[config.mk]
export PLATFORM = sky130hd
export DESIGN_NAME = urcm_range
export DESIGN_NICKNAME = d
export VERILOG_FILES = /design/src/rtl/ultrasonic_range_collision_monitor_defines.svh /design/src/rtl/urcm_pkg.sv /design/src/rtl/urcm_range.sv
export SDC_FILE = /design/constraint.sdc
export NUM_CORES = 1
export LEC_CHECK = 0
export CORE_ASPECT_RATIO = 1.75
export CORE_MARGIN = 2
export CORE_UTILIZATION = 60
export DETAILED_ROUTE_END_ITERATION = 8
export DONT_BUFFER_PORTS = 1
export MAX_ROUTING_LAYER = met4
export PLACE_DENSITY = 0.89
export SETUP_SLACK_MARGIN = 0.5
export SLEW_MARGIN = 15
export SYNTH_ARGS = -nofsm -noshare
export SYNTH_HDL_FRONTEND = slang
export SYNTH_SLANG_ARGS = --single-unit
[constraint.sdc]
create_clock -name vclk -period 4.04
set_input_delay 0 -clock vclk [all_inputs]
set_output_delay 0 -clock vclk [all_outputs]
set_load 0.01 [all_outputs]
[src/rtl/ultrasonic_range_collision_monitor_defines.svh]
// assertion macros for the ultrasonic range collision monitor
// no dependencies; included by modules that carry assertions
`ifndef ULTRASONIC_RANGE_COLLISION_MONITOR_DEFINES_SVH
`define ULTRASONIC_RANGE_COLLISION_MONITOR_DEFINES_SVH

// same-cycle implication
`define URCM_ASSERT_IMPLY(lbl, clk, rst, ante, cons, msg) \
   lbl: assert property (@(posedge clk) disable iff (rst) (ante) |-> (cons)) \
      else $error(msg);

// next-cycle implication
`define URCM_ASSERT_NEXT(lbl, clk, rst, ante, cons, msg) \
   lbl: assert property (@(posedge clk) disable iff (rst) (ante) |=> (cons)) \
      else $error(msg);

`endif

[src/rtl/urcm_pkg.sv]
// shared constants, types and register indexes of the range collision monitor
// no dependencies
package urcm_pkg;

   localparam int ECHO_WIDTH_BITS = 16;
   localparam int SINCE_BITS      = 20;
   localparam int TRIG_BITS       = 16;
   localparam int DIST_BITS       = 15;
   localparam int CSR_INDEX_BITS  = 8;
   localparam int CSR_DATA_BITS   = 32;

   localparam int MULT_BITS  = 9;
   localparam int DIST_MULT  = 281;
   localparam int DIST_SHIFT = 10;
   localparam int PROD_BITS  = ECHO_WIDTH_BITS + MULT_BITS;
   localparam int SHIFT_BITS = PROD_BITS - DIST_SHIFT;

   localparam logic [SINCE_BITS-1:0]      SINCE_MAX = '1;
   localparam logic [TRIG_BITS-1:0]       TRIG_MAX  = '1;
   localparam logic [ECHO_WIDTH_BITS-1:0] WIDTH_MAX = '1;
   localparam logic [DIST_BITS-1:0]       DIST_MAX  = '1;

   localparam logic [SINCE_BITS-1:0] INTERVAL_RESET = 20'd100000;
   localparam logic [TRIG_BITS-1:0]  TRIGGER_RESET  = 16'd1000;
   localparam logic [DIST_BITS-1:0]  IMMINENT_RESET = 15'd160;
   localparam logic [DIST_BITS-1:0]  DETECTED_RESET = 15'd800;

   typedef enum logic [CSR_INDEX_BITS-1:0] {
      REG_INTERVAL = 8'd0,
      REG_TRIGGER  = 8'd1,
      REG_IMMINENT = 8'd2,
      REG_DETECTED = 8'd3
   } csr_index_type;

   typedef enum logic [1:0] {
      CLASS_NONE     = 2'd0,
      CLASS_DETECTED = 2'd1,
      CLASS_IMMINENT = 2'd2
   } class_type;

   typedef struct packed {
      logic [SINCE_BITS-1:0] interval_ticks;
      logic [TRIG_BITS-1:0]  trigger_ticks;
      logic [DIST_BITS-1:0]  imminent_dist_q4;
      logic [DIST_BITS-1:0]  detected_dist_q4;
   } cfg_type;

   typedef struct packed {
      logic [DIST_BITS-1:0] distance_q4;
      class_type            coll_class;
      logic                 buzzer_on;
   } range_type;

endpackage

[src/rtl/urcm_range.sv]
// echo width to distance conversion and collision classification
// depends on urcm_pkg
module urcm_range import urcm_pkg::*; (
   input  logic [ECHO_WIDTH_BITS-1:0] echo_width,
   input  cfg_type                    cfg,
   output range_type                  result
);

   logic [PROD_BITS-1:0]  product;
   logic [SHIFT_BITS-1:0] scaled;
   logic [DIST_BITS-1:0]  distance;

   // width * 281 >> 10, saturated to the field
   assign product = PROD_BITS'(echo_width) * PROD_BITS'(DIST_MULT);
   assign scaled  = product[PROD_BITS-1:DIST_SHIFT];

   always_comb begin
      if (scaled > SHIFT_BITS'(DIST_MAX)) begin
         distance = DIST_MAX;
      end else begin
         distance = DIST_BITS'(scaled);
      end
   end

   always_comb begin
      result.distance_q4 = distance;
      if (distance <= cfg.imminent_dist_q4) begin
         result.coll_class = CLASS_IMMINENT;
         result.buzzer_on  = 1'b1;
      end else if (distance <= cfg.detected_dist_q4) begin
         result.coll_class = CLASS_DETECTED;
         result.buzzer_on  = 1'b1;
      end else begin
         result.coll_class = CLASS_NONE;
         result.buzzer_on  = 1'b0;
      end
   end

endmodule

==> summary.md <==
| Metric | Value |
|---|---|
| Min Tclk post-route | `4.268 ns` |
| Count of final setup violators | `3` |
| Maximum achievable frequency | `234.3 MHz` |
| Outcome | `complete, but fails checks` |
| Count of TritonRoute iterations in the first routing pass | `4` |
| First-pass GRT wire length | `12,840 um` |
| Worst vdd rail ir drop | `722.0 uV` |
| Layout net count | `586` |
| Worst Hold Margin | `0.3985 ns` |
| Final routed wirelength across all metal layers | `8257 um` |
| Number of warnings issued by yosys | `0` |
| Total leakage power | `0.001933 uW` |
| Sequential area share after synthesis | `0%` |
| Syn Std Cell Area | `2783 um2` |
| Worst min-delay path class | `input port to primary output` |
| Avg Inst Size Synth | `8.407 um2` |
| Number of max-slew violations in the final report | `0` |
| Final period utilization | `105.7%` |
| Launching element type of the critical path | `input port` |
| Worst path required time | `4.04 ns` |
| Post-layout utilization of the core | `84.77%` |
| Register area | `0 um2` |
| Number of ports placed on the die boundary | `100` |
| Violated checks | `negative setup slack` |
| Count of clock buffers in the final design | `0` |
| I/O Buffers | `0` |
| Chip height | `94.09 um` |
| Detailed-route DRC error count | `0` |
| Placeable Area | `4444 um2` |
| Critical Path End Type | `primary output` |
| DR vias/cell | `6.168` |
| Total number of placement rows | `32` |
| Timing startpoint of the critical path | `echo_width[9]` |
| Flip-flop and latch count | `0` |
| Cts-stage hold buffer count | `0` |
| Multi-input gate area | `2990 um2` |
| Total negative slack for setup checks | `-0.6201 ns` |
| Slack of the critical path | `-0.2283 ns` |
| Number of antenna violations at the first check in global routing | `0` |
| Inserted Diodes | `0` |
| Area overhead of the layout relative to synthesis | `35.39%` |
| Number of global-route vias before repair | `2,951` |
| Setup repair after global routing missed its margin | `true` |
| Least-Margin Pin Slew | `0.4697 ns` |
| Drt first-iter violations | `90` |
| Min-Delay Startpoint | `echo_width[15]` |
| Total of max-cap violations | `0` |
| Yosys cell types | `39` |
| Count of filler cells inserted in the layout | `238` |
| Max Fanout on Critical Path | `4` |
| Number of routed nets with antenna violations | `0` |
| Worst slew margin relative to its limit | `68.46%` |
| Detailed Place HPWL | `6777 um` |
| Data arrival time of the worst path | `4.27 ns` |
| Via count | `2,677` |
| Average routed wire per standard cell | `19.03 um` |
| Total routing resource utilization after global routing | `31.31%` |
| Syn Nets | `532` |
| Global-route congestion overflow total | `0` |
| Pin count of the biggest net entering global routing | `7` |
| Gate count of the mapped netlist | `331` |
| Worst slack at placement | `-0.3504 ns` |
| Global placer's final weighted congestion | `0.9526` |
| Die area | `5220 um2` |
| Initial core utilization | `62.61%` |
| Number of hold violations in the final report | `0` |
| Layout cells sized above 1 | `32.38%` |
| Critical path type | `input port to primary output` |
| Width of the chip | `55.48 um` |
| Power per cell area | `686.7 nW/um2` |
==> cells by family after synthesis <==
group                      count (synthesis)  synth area share, %
AOI/OAI and AO/OA                         57                14.03
buffers and inverters                     85                11.60
adders and majority gates                119                59.44
xor gates and xnor gates                  13                4.092
and+or+nand+nor                           57                10.84
==> cell usage after synthesis, types with 2 or more instances <==
master,n,area (um2)
sky130_fd_sc_hd__a211oi_1,2,15.01
sky130_fd_sc_hd__a21o_1,5,37.54
sky130_fd_sc_hd__a21oi_1,16,80.08
sky130_fd_sc_hd__a221oi_1,2,17.52
sky130_fd_sc_hd__a31oi_1,4,25.02
sky130_fd_sc_hd__fa_1,22,440.4
sky130_fd_sc_hd__ha_1,97,1214
sky130_fd_sc_hd__inv_1,84,315.3
sky130_fd_sc_hd__nand2_1,17,63.81
sky130_fd_sc_hd__nand2b_1,3,18.77
sky130_fd_sc_hd__nand3_1,7,35.03
sky130_fd_sc_hd__nand4_1,7,43.79
sky130_fd_sc_hd__nor2_1,6,22.52
sky130_fd_sc_hd__nor2b_1,4,25.02
sky130_fd_sc_hd__nor3_1,4,20.02
sky130_fd_sc_hd__o211ai_1,5,37.54
sky130_fd_sc_hd__o21a_1,3,22.52
sky130_fd_sc_hd__o21ai_0,8,40.04
sky130_fd_sc_hd__o21ai_1,2,10.01
sky130_fd_sc_hd__o21ai_2,2,17.52
sky130_fd_sc_hd__or3_1,2,12.51
sky130_fd_sc_hd__xnor2_1,8,70.07
sky130_fd_sc_hd__xor2_1,5,43.79
==> final cells by class <==
cell class / count / share of cell area, %
inverters: 84 / 8.369
multi-input cells: 246 / 79.38
well taps: 51 / 1.694
repair buffers: 53 / 10.56
==> layer usage <==
layer	vias to the layer above	share of wire, %	GRT usage, %
met5	-	0	-
met4	0	7.1	16.06
met3	55	4.0	3.030
met2	124	57	64.98
met1	1259	32	26.28
li1	1239	-	-
==> where the power goes <==
part / switching [uW] / internal [uW] / total (uW)
registers: 0 / 0 / 0
logic: 1340 / 1250 / 2590
clock network: 0 / 0 / 0
==> layout by cell type, fill, tap and decap left out, types with 2 or more instances in the layout <==
cell	Yosys	final
sky130_fd_sc_hd__a2111oi_4	0	2
sky130_fd_sc_hd__a21o_1	5	5
sky130_fd_sc_hd__a21oi_1	16	10
sky130_fd_sc_hd__a21oi_2	0	4
sky130_fd_sc_hd__a21oi_4	0	2
sky130_fd_sc_hd__a31oi_1	4	3
sky130_fd_sc_hd__buf_4	1	53
sky130_fd_sc_hd__fa_1	22	22
sky130_fd_sc_hd__ha_1	97	72
sky130_fd_sc_hd__ha_4	0	25
sky130_fd_sc_hd__inv_1	84	76
sky130_fd_sc_hd__inv_2	0	8
sky130_fd_sc_hd__nand2_1	17	12
sky130_fd_sc_hd__nand2_2	1	5
sky130_fd_sc_hd__nand2b_1	3	3
sky130_fd_sc_hd__nand3_1	7	5
sky130_fd_sc_hd__nand4_1	7	7
sky130_fd_sc_hd__nor2_1	6	6
sky130_fd_sc_hd__nor2b_1	4	3
sky130_fd_sc_hd__nor3_1	4	2
sky130_fd_sc_hd__nor3_2	0	2
sky130_fd_sc_hd__o211ai_1	5	5
sky130_fd_sc_hd__o21a_1	3	3
sky130_fd_sc_hd__o21ai_0	8	5
sky130_fd_sc_hd__o21ai_1	2	3
sky130_fd_sc_hd__o21ai_2	2	3
sky130_fd_sc_hd__or3_1	2	2
sky130_fd_sc_hd__xnor2_1	8	6
sky130_fd_sc_hd__xnor2_2	0	2
sky130_fd_sc_hd__xor2_1	5	4
==> worst paths after layout <==
path / end / depth (start not counted) / slack [ns]
worst max-delay path: result[0] / 19 / -0.23
worst min-delay path: result[17] / 4 / 0.40
==> metrics by stage <==
step | total power, uW | std cells | cell area (um2)
after floorplan | 1499 | 331 | 3152
after global placement | 2195 | 425 | 3535
after detailed placement | 2290 | 425 | 3535
after CTS | 2387 | 428 | 3654
after global routing | 2807 | 434 | 3767
final | 2587 | 434 | 3767
==> critical path, cell delays in order <==
cell                       delay (ns)
sky130_fd_sc_hd__ha_4            0.26
sky130_fd_sc_hd__ha_4            0.20
sky130_fd_sc_hd__fa_1            0.57
sky130_fd_sc_hd__inv_2           0.05
sky130_fd_sc_hd__fa_1            0.50
sky130_fd_sc_hd__inv_2           0.05
sky130_fd_sc_hd__ha_4            0.30
sky130_fd_sc_hd__nand2_4         0.06
sky130_fd_sc_hd__nor4_4          0.29
sky130_fd_sc_hd__nand3_2         0.14
sky130_fd_sc_hd__and4b_1         0.26
sky130_fd_sc_hd__o311ai_2        0.27
sky130_fd_sc_hd__o211a_4         0.24
sky130_fd_sc_hd__ha_4            0.13
sky130_fd_sc_hd__and4_4          0.21
sky130_fd_sc_hd__nand4_1         0.14
sky130_fd_sc_hd__a211o_1         0.29
sky130_fd_sc_hd__a21oi_4         0.19
sky130_fd_sc_hd__nand2_2         0.11
==> repair_timing <==
action / in CTS / in global routing
resized for setup: 18 / 9
endpoints found under the setup margin: 3 / 3
setup buffers: 3 / 6
pin swaps: 24 / 13
No activity file was read; power rests on OpenSTA's default activity.
